### config.mk
export PLATFORM = sky130hd
export DESIGN_NAME = twstat_dsu
export DESIGN_NICKNAME = d
export VERILOG_FILES = /design/src/rtl/core/twstat_pkg.sv /design/src/rtl/core/twstat_dsu.sv
export SDC_FILE = /design/constraint.sdc
export NUM_CORES = 1
export LEC_CHECK = 0
export ABC_CLOCK_PERIOD_IN_PS = 5400
export BUFFER_PORTS_ARGS = -buffer_cell sky130_fd_sc_hd__buf_2
export CAP_MARGIN = 5
export CORE_UTILIZATION = 55
export DETAILED_ROUTE_END_ITERATION = 16
export GPL_TIMING_DRIVEN = 0
export PLACE_DENSITY = 0.81
export SYNTH_ARGS = -nofsm -noshare
export SYNTH_HDL_FRONTEND = slang
export SYNTH_SLANG_ARGS = --single-unit
### constraint.sdc
create_clock -name aclk -period 5.4 [get_ports aclk]
set_clock_uncertainty 0.05 [all_clocks]
set_input_delay 1.62 -clock aclk [delete_from_list [all_inputs] [get_ports aclk]]
set_output_delay 1.62 -clock aclk [all_outputs]
set_load 0.02 [all_outputs]
### src/rtl/core/twstat_pkg.sv
// Package for the time window statistics core: widths, ring entry and request
// types, sequencer states and the ring / squaring helpers. No dependencies.
`default_nettype none

package twstat_pkg;

    localparam int DEPTH       = 256;
    localparam int PTR_W       = $clog2(DEPTH);
    localparam int COUNT_W     = PTR_W + 1;
    localparam int SAMPLE_W    = 24;
    localparam int SDEV_W      = SAMPLE_W - 1;
    localparam int STAMP_W     = 48;
    localparam int WINDOW_W    = 32;
    localparam int SUM_W       = 32;
    localparam int SQ_W        = 56;
    localparam int PROD_W      = 2 * SAMPLE_W;
    localparam int ROOT_W      = SQ_W / 2;
    localparam int REM_W       = 32;
    localparam int DIV_STEPS   = SQ_W;
    localparam int SQRT_STEPS  = ROOT_W;
    localparam int STEP_W      = $clog2(DIV_STEPS + 1);
    localparam logic [WINDOW_W-1:0] WINDOW_RESET = 32'd1000;
    localparam logic [SDEV_W-1:0]   SDEV_MAX     = '1;

    typedef struct packed {
        logic [STAMP_W-1:0]         stamp;
        logic signed [SAMPLE_W-1:0] value;
    } entry_t;

    // request from the sequencer to the shared divide / square-root unit
    typedef struct packed {
        logic start;
        logic is_sqrt;
    } dsu_req_t;

    typedef enum logic [4:0] {
        ST_IDLE, ST_NEW_RD, ST_NEW_CHK, ST_FULL_RD, ST_FULL_CHK, ST_PLACE,
        ST_SUB_MUL, ST_SUB_UPD, ST_ADD_MUL, ST_ADD_UPD, ST_EV_RD, ST_EV_CHK,
        ST_STATS, ST_DIV_SUM, ST_DIV_SQ, ST_MSQ_MUL, ST_VAR, ST_SQRT,
        ST_SCAN, ST_OUT
    } state_t;

    // where to go after removing a value from the running sums
    typedef enum logic [1:0] {
        CTX_REPLACE, CTX_PLACE, CTX_EVICT
    } ctx_t;

    typedef enum logic {
        OP_APPEND = 1'b0,
        OP_CLEAR  = 1'b1
    } opcode_t;

    function automatic logic [PTR_W-1:0] ring_next(input logic [PTR_W-1:0] p);
        return (p == PTR_W'(DEPTH - 1)) ? '0 : p + 1'b1;
    endfunction

    function automatic logic [PROD_W-1:0] sq_mag(input logic signed [SAMPLE_W-1:0] v);
        logic [SAMPLE_W-1:0] mag;
        mag = v[SAMPLE_W-1] ? SAMPLE_W'(-v) : v;
        return mag * mag;
    endfunction

endpackage

`default_nettype wire

### src/rtl/core/twstat_dsu.sv
// Shared serial unit: restoring division by the count (one bit a cycle)
// and digit-by-digit square root (two bits a cycle). Depends on twstat_pkg.
`default_nettype none

module twstat_dsu (
    input  wire logic                          aclk,
    input  wire logic                          aresetn,
    input  wire twstat_pkg::dsu_req_t          req,
    input  wire logic [twstat_pkg::SQ_W-1:0]    operand,
    input  wire logic [twstat_pkg::COUNT_W-1:0] divisor,
    output logic                               done,
    output logic [twstat_pkg::SQ_W-1:0]        result
);

    logic [twstat_pkg::SQ_W-1:0]    opnd_reg, opnd_next;
    logic [twstat_pkg::SQ_W-1:0]    res_reg, res_next;
    logic [twstat_pkg::REM_W-1:0]   rem_reg, rem_next;
    logic [twstat_pkg::COUNT_W-1:0] div_reg, div_next;
    logic                           sqrt_reg, sqrt_next;
    logic [twstat_pkg::STEP_W-1:0]  count_reg, count_next;
    logic                           done_reg, done_next;
    logic [twstat_pkg::REM_W-1:0]   sh;
    logic [twstat_pkg::REM_W-1:0]   trial;

    always_comb begin
        opnd_next  = opnd_reg;
        res_next   = res_reg;
        rem_next   = rem_reg;
        div_next   = div_reg;
        sqrt_next  = sqrt_reg;
        count_next = count_reg;
        done_next  = 1'b0;
        sh         = '0;
        trial      = '0;
        if (req.start) begin
            opnd_next  = operand;
            div_next   = divisor;
            sqrt_next  = req.is_sqrt;
            rem_next   = '0;
            res_next   = '0;
            count_next = req.is_sqrt ? twstat_pkg::STEP_W'(twstat_pkg::SQRT_STEPS)
                                     : twstat_pkg::STEP_W'(twstat_pkg::DIV_STEPS);
        end else if (count_reg != '0) begin
            if (sqrt_reg) begin
                sh    = {rem_reg[twstat_pkg::REM_W-3:0],
                         opnd_reg[twstat_pkg::SQ_W-1 -: 2]};
                trial = {2'b00, res_reg[twstat_pkg::ROOT_W-1:0], 2'b01};
                opnd_next = {opnd_reg[twstat_pkg::SQ_W-3:0], 2'b00};
            end else begin
                sh    = {rem_reg[twstat_pkg::REM_W-2:0], opnd_reg[twstat_pkg::SQ_W-1]};
                trial = twstat_pkg::REM_W'(div_reg);
                opnd_next = {opnd_reg[twstat_pkg::SQ_W-2:0], 1'b0};
            end
            if (sh >= trial) begin
                rem_next = sh - trial;
                res_next = {res_reg[twstat_pkg::SQ_W-2:0], 1'b1};
            end else begin
                rem_next = sh;
                res_next = {res_reg[twstat_pkg::SQ_W-2:0], 1'b0};
            end
            count_next = count_reg - 1'b1;
            done_next  = (count_reg == twstat_pkg::STEP_W'(1));
        end
    end

    always_ff @(posedge aclk) begin
        if (!aresetn) begin
            count_reg <= '0;
            done_reg  <= 1'b0;
        end else begin
            count_reg <= count_next;
            done_reg  <= done_next;
        end
    end

    always_ff @(posedge aclk) begin
        opnd_reg <= opnd_next;
        res_reg  <= res_next;
        rem_reg  <= rem_next;
        div_reg  <= div_next;
        sqrt_reg <= sqrt_next;
    end

    assign done   = done_reg;
    assign result = res_reg;

endmodule

`default_nettype wire

======== Yosys cells after proc, flatten, opt, wreduce, memory -nomap -nowiden ========
Index checks and enable logic that the tools add are counted.
word-level totals
  bits in registers ....................... 160
  bits in latches ......................... 0
  memory bits (writable) .................. 0
  ROM bits ................................ 0
  input port bits ......................... 69
  output and inout bits ................... 57
  word-level logic and storage cells ...... 30
  memories kept ........................... 0
cells by class
  add/subtract/negate cells ............... 2
  multipliers ............................. 0
  divide/modulo/power cells ............... 0
  order comparisons ....................... 1
  eq/ne operators ......................... 1
  shift-type cells ........................ 0
  mux-type cells .......................... 14
  bitwise logic cells ..................... 2
  reductions and logical operators ........ 3
operators with widths
  cell                   count
  $mux W56               3
  $mux W32               5
  $ge A32 B32 Y1         1
  $mux W31               1
  $sub A31 B31 Y31       1
  $mux W30               1
  $mux W6                3
  $eq A6 B1 Y1 const B   1
  $reduce_bool A6 Y1     1
  $sub A6 B1 Y6 const B  1
  $reduce_or A3 Y1       1
  $not A1 Y1             2
  $reduce_bool A2 Y1     1
  $mux W1                1

======== Longest topological paths before layout ========
Gate-level depths: netlist of the first run.
  depth in word-level cells ............... 5
  mapped depth ............................ 18
  gate-level depth less buffers ........... 12

======== Worst setup path after synthesis of the first run ========
Ideal clock, no wire load.
  path type ............................... reg2reg
  from .................................... register sqrt_reg
  to ...................................... register rem_reg[10] in the netlist's numbering
  library setup time ...................... 67 ps
  arrival time ............................ 4165 ps
  required time ........................... 5283 ps
  setup slack ............................. 1118 ps
  stages on the path, launching flop included .. 18
  path buffers ............................ 6
  clock period less this slack ............ 4282 ps
  cells stage by stage .................... edfxtp_1 > buf_1 > buf_1 > buf_2 > buf_1 > or2_2 > ha_1 > inv_1 > fa_1 > a211oi_1 > o21ai_0 > nand4_1 > a31oi_1 > or2_1 > buf_6 > buf_6 > o32a_1 > o21ai_2
between the ends
  cells in the longest elaborated chain, start to end .. 5
  elaborated cells between the ends (all ways) .. 9
  classes of those cells .................. add/sub (1); order compare (1); mux (7)
RTL lines
  item                                                       line                                source
  from (decl)                                                twstat_dsu.sv:19                    logic sqrt_reg, sqrt_next;
  from (signal assigned)                                     twstat_dsu.sv:81                    sqrt_reg <= sqrt_next;
  $mux W32 / $mux W30 (equally long branches)                twstat_dsu.sv:44                    if (sqrt_reg) begin
  $mux W32                                                   twstat_dsu.sv:43                    end else if (count_reg != '0) begin
  $mux W32                                                   twstat_dsu.sv:35                    if (req.start) begin
  $sub A31 B31 Y31 / $ge A32 B32 Y1 (equally long branches)  twstat_dsu.sv:55, twstat_dsu.sv:54
  $mux W31 *                                                 twstat_dsu.sv:54                    if (sh >= trial) begin
  to (signal assigned)                                       twstat_dsu.sv:79                    rem_reg <= rem_next;
  to (decl)                                                  twstat_dsu.sv:17                    logic [twstat_pkg::REM_W-1:0] rem_reg, rem_next;
Every way passes the cells marked *; elsewhere a longest branch is shown, timed or not. The select of a mux whose other input is x is not followed.
A chain may end at the register's enable or synchronous reset.

======== Worst setup path after layout of the first run ========
  from .................................... register sqrt_reg
  to ...................................... register rem_reg[28] in the netlist's numbering
Same word-level chain as after synthesis.

==> flow_summary.yaml, run 1 <==
final_layout:
  layout.nets: 1276
  final_common_cell: "nand2_1"
  final_cells: 1403
  final_cell_mix: "243 x nand2_1, 132 x buf_2, 97 x a21oi_1"
  finish.instance_area_sq_um: 10480
  syn2layout_area_growth_pct: 16.92
  diodes: 0
  drive_gt1_frac: 0.1752
yosys:
  ys_seq_area_frac: 0.4312
  synth_top_area_cell: "edfxtp_1"
  synth.distinct_cells: 62
  netlist_area_sq_um: 8961
  syn_nets: 1132
  ys_ff_latch: 160
  synth_edf_count: 66
  synth_top_area_frac: 0.2212
  async_flop_share: 0
  synthTopCellsByArea: "edfxtp_1 22%, dfxtp_1 21%, nand2_1 10%, mux2i_1 7.0%, a21oi_1 5.4%"
  syn-mean-instance-area_sq_um: 8.700
  yosysWarnings: 0
  synth_ff_type: "dfxtp_1"
  syn_inst: 1030
placed_design:
  postPlaceCellArea_sq_um: 9877
  port_buffers: 125
  dp_slack_ns: -0.09474
  routabilityCongestion: 0.9580
  dp.cells: 1372
  hpwl_microns: 16950
setup_path:
  worstPathRequired_ns: 5.72
  r2r_cells: 16
  worstPathArrival_ns: 5.30
  path_cells: "buf_1 -> clkbuf_2 -> clkbuf_2 -> clkbuf_1 -> nand2_1 -> ha_1 -> clkbuf_1 -> nand4_1 -> nor3_1 -> nand4_1 -> a31oi_1 -> or2_1 -> buf_6 -> buf_2 -> nand2_1 -> o21ai_0"
  critPathSlowestCell: "buf_1"
  crit_type: "flop to flop"
  timing.rr.end: "rem_reg[28]"
  path_max_fanout: 10
  r2r-start: "sqrt_reg"
  max_stage_delay_ns: 0.49
  reg2reg_slack_ns: 0.41
  crit_path_end_kind: "flop"
  start_kind: "flop"
status:
  outcome: "finished, final reports clean"
sta:
  tightestPinTransition_ns: 0.7011
  setup_slack_ns: 0.4104
  fin_crit_sh: 0.9240
  slew_violations: 0
  hold_viol_final: 0
  rsz0062_at_grt: "no"
  relSlewSlack: 0.5326
  setup-violations-final: 0
  holdWs_ns: 0.4170
  fin_crit_ns: 4.990
  fmax_ghz: 0.2004
power:
  max-vdd-ir-drop_mv: 0.3397
  p_leak_nw: 4.454
  p_per_area_nw_per_um2: 512.7
worst_hold_path:
  worstHoldStart: "result[41]"
  holdPathEnd: "result[41]"
  min_path_cells: 2
  hold_path.class: "flop to flop"
clock_network:
  cts-hold-fix-buffers: 0
  insertion_delay_ns: 0.44
  post_cts_buffers: 0
  clockBufferDepth: 2
  numCtsBuffers: 17
  clock-root-buffer: "clkbuf_16"
  cts_tree: "done"
  ctsResizeCount: 1
  clk_pin_slew_ns: 0.07
  h-tree-depth: 4
  cts.sinks: 160
job:
  drv_cap: 0
route:
  drc_errors: 0
  drt_iter0_drc: 732
  ant_nets: 0
  routedWlPerCell_microns: 16.63
  num_vias: 8127
  via_per_inst: 5.793
  firstDrtPassIters: 5
  drt-total-wl_microns: 23330
floorplanning:
  die-area_sq_um: 16810
  coreArea_sq_um: 15890
  num_rows: 46
  initial_core_util: 0.5641
  die_w_microns: 129.6
  ios: 126
  die_h_microns: 129.6
grt:
  grtUsageTotal: 0.2831
  grt_pass1_vias: 7419
  grt_pass1_wl_microns: 36550
  grt_max_degree: 38
  antenna_found_initial: 0
  overflow: 0
==> power by group <==
part           switching [mW]  internal, mW  total, mW
logic                    1.55          1.01       2.56
clock network           0.539         0.697       1.24
registers               0.114          1.47       1.58
total                    2.20          3.17       5.37
==> cell usage after synthesis, drive strengths merged, types with 6 or more instances <==
cell / instances
mux2i: 63
nor3: 13
nand3: 10
ha: 32
nor2b: 6
o211ai: 7
a21oi: 98
clkbuf: 48
nor2: 49
a21o: 13
a211o: 6
o21ai: 91
xor2: 10
buf: 20
mux2: 26
nand2: 243
edfxtp: 66
a211oi: 13
inv: 20
a31oi: 6
dfxtp: 94
nand4: 10
xnor2: 13
==> through the flow <==
stage	power, mW	setup TNS (ns)	util
3_5_place_dp	4.060	-0.6007	0.6218
3_3_place_gp	4.012	-0.2492	0.6205
5_1_grt	5.665	0	0.6596
6_report	5.372	0	0.6596
2_1_floorplan	3.458	0	-
4_1_cts	5.309	0	0.6597
==> worst max-delay path by stage <==
stage | from | to | slack [ns] | depth (start not counted)
after floorplan | sqrt_reg | rem_reg[10] | 1.12 | 17
after global placement | sqrt_reg | rem_reg[5] | -0.05 | 17
after detailed placement | sqrt_reg | rem_reg[5] | -0.09 | 17
after CTS | sqrt_reg | rem_reg[28] | 0.05 | 16
after global routing | sqrt_reg | rem_reg[5] | 0.03 | 16
final | sqrt_reg | rem_reg[28] | 0.41 | 16
==> per-layer routing <==
metal,global-route usage,part of all wire,up-vias
met5,0,0,-
met4,0.1060,0.027,0
met3,0.06193,0.081,70
met2,0.4649,0.46,343
met1,0.3657,0.43,3750
li1,-,-,3964
==> cell families after synthesis <==
group,count (synthesis),share of synthesized area
mux,89,0.1030
simple gates,357,0.1655
xor+xnor,23,0.02248
flops,160,0.4312
fa+ha+maj,33,0.04691
buf+inv,88,0.04021
compound gates,280,0.1907
==> cell type report <==
type                    instances  area (sq um)
fillers                      1298          5408
multi-input cells             782          4737
flip-flops and latches        160          3864
repair buffers                126         645.6
clock buffers                  18         429.2
plain buffers                  67         285.3
well taps                     216         270.3
clock inverters                14         171.4
inverters                      20         75.07
==> worst max-delay path, delay by kind of cell, from the launching register on <==
kind,cells,cell delay (ns)
buffers and inverters,7,2.34
adders and majority gates,1,0.28
DFF,1,0.47
AOI/OAI and AO/OA,2,0.60
and+or+nand+nor,6,1.18
Power figures use the tool's default switching activity.
==> run 2, diff against run 1 <==
PLACE_DENSITY = 0.85   (was 0.81)
==> flow_summary.yaml, run 2 (synthesis results as in run 1) <==
clock_network:
  insertion_delay_ns: 0.44
  numCtsBuffers: 17
  cts-hold-fix-buffers: 0
  cts.sinks: 160
  cts_tree: "done"
  clk_pin_slew_ns: 0.07
  h-tree-depth: 4
  post_cts_buffers: 0
  clockBufferDepth: 2
  clock-root-buffer: "clkbuf_16"
final_layout:
  drive_gt1_frac: 0.1735
  final_common_cell: "nand2_1"
  diodes: 0
  utilization: 0.6592
  final_cell_mix: "243 x nand2_1, 132 x buf_2, 97 x a21oi_1"
  fill_cells: 1303
  syn2layout_area_growth_pct: 16.85
  layout.nets: 1276
sta:
  rsz0062_at_grt: "no"
  setup-violations-final: 0
  slew_violations: 0
  hold_viol_final: 0
  fmax_ghz: 0.1958
  tightestPinTransition_ns: 0.7194
  holdWs_ns: 0.3991
  relSlewSlack: 0.5204
  fin_crit_sh: 0.9456
  fin_crit_ns: 5.106
route:
  drt_iter0_drc: 728
  via_per_inst: 5.864
  drt-total-wl_microns: 23640
  routedWlPerCell_microns: 16.85
  drc_errors: 0
  ant_nets: 0
  num_vias: 8227
  firstDrtPassIters: 5
placed_design:
  port_buffers: 125
  routabilityCongestion: 1.006
  hpwl_microns: 17050
floorplanning:
  die_w_microns: 129.6
  die-area_sq_um: 16810
  ios: 126
  die_h_microns: 129.6
  initial_core_util: 0.5641
  num_rows: 46
  coreArea_sq_um: 15890
power:
  combPwrFrac: 0.477
  p_int_mw: 3.200
  pwr-share-seq: 0.294
  p_leak_nw: 4.453
  switching_share: 0.4053
  p_per_area_nw_per_um2: 513.9
  clkPwrFrac: 0.229
  p_switching_mw: 2.181
  max-vdd-ir-drop_mv: 0.3675
setup_path:
  start_kind: "flop"
  crit_type: "flop to flop"
  cpMostUsedCell: "buf_2"
  critPathSlowestCell: "buf_1"
  worstPathArrival_ns: 5.36
  worstPathRequired_ns: 5.65
  path_max_fanout: 19
  max_stage_delay_ns: 0.53
  crit_path_end_kind: "flop"
  path_cells: "buf_1 -> buf_2 -> buf_2 -> or2_2 -> ha_1 -> inv_1 -> fa_1 -> a211oi_1 -> o21ai_0 -> nand4_1 -> a31oi_1 -> nor2_2 -> buf_2 -> nor3_1 -> a211oi_1 -> nor3_1"
  r2r_cells: 16
grt:
  antenna_found_initial: 0
  grt_pass1_wl_microns: 37320
  grt_pass1_vias: 7673
  grtUsageTotal: 0.2877
  grt_max_degree: 38
  overflow: 0
job:
  drv_cap: 0
worst_hold_path:
  min_path_cells: 2
  hold_path.class: "flop to flop"
status:
  outcome: "finished, final reports clean"
==> run 2: changes by cell type in the layout (fill, tap and decap cells not counted), sizes merged <==
cell	change
clkinv	+4
clkbuf	+1
buf	-1
inv	-5
bufinv	+1
==> run 2: area by class of cell <==
class / instances / area [sq um] / share of cell area
buffer: 67 / 286.5 / 0.02736
clock buffer: 18 / 429.2 / 0.04098
clock inverter: 14 / 163.9 / 0.01565
inverter: 20 / 75.07 / 0.007169
multi-input combinational: 782 / 4737 / 0.4524
sequential: 160 / 3864 / 0.3690
tap: 216 / 270.3 / 0.02581
timing repair buffer: 126 / 645.6 / 0.06166
==> run 2: through the flow <==
| stage | instance area (sq um) | setup WS, ns | TNS, ns | power (mW) | cells |
|---|---|---|---|---|---|
| detailed placement | 9877 | -0.06816 | -0.4349 | 4.054 | 1372 |
| floorplan | 8961 | 1.118 | 0 | 3.458 | 1030 |
| CTS | 10470 | 0.07891 | 0 | 5.303 | 1404 |
| global placement | 9857 | -0.05486 | -0.2959 | 4.001 | 1371 |
| finish | 10470 | 0.2939 | 0 | 5.381 | 1403 |
| global route | 10470 | 0.03259 | 0 | 5.690 | 1403 |
==> run 2: power by group through the flow <==
stage | Combinational, mW | Clock [mW] | Sequential, mW
2_1_floorplan | 1.88 | 0 | 1.58
3_3_place_gp | 2.41 | 0 | 1.59
3_5_place_dp | 2.46 | 0 | 1.60
4_1_cts | 2.49 | 1.24 | 1.58
5_1_grt | 2.81 | 1.28 | 1.60
6_report | 2.56 | 1.23 | 1.58
==> run 2: what timing repair did <==
item | in CTS | in global routing
setup endpoints to repair | 26 | 32
cloned | 0 | 0
gates resized for setup | 2 | 3
==> run 2: critical path, delay by kind of cell (launching register included) <==
family	cells	cell delay (ns)
buffers and inverters	5	1.83
AND/OR/NAND/NOR	5	0.93
flip-flops	1	0.49
AO/OA/AOI/OAI	4	1.06
adder cells (fa/ha/maj)	2	0.60
==> run 2: path summary, 6_finish.rpt <==
check                   start           to  slack [ns]
setup / recovery     sqrt_reg   rem_reg[5]        0.29
hold / removal    rem_reg[30]  rem_reg[30]        0.40
setup reg to reg     sqrt_reg   rem_reg[5]        0.29
hold reg to reg   rem_reg[30]  rem_reg[30]        0.40
==> run 2: per-layer routing <==
| layer | track usage | part of all wire |
|---|---|---|
| met5 | 0 | 0 |
| met1 | 0.3631 | 0.42 |
| met3 | 0.05904 | 0.083 |
| met4 | 0.1259 | 0.030 |
| met2 | 0.4772 | 0.47 |
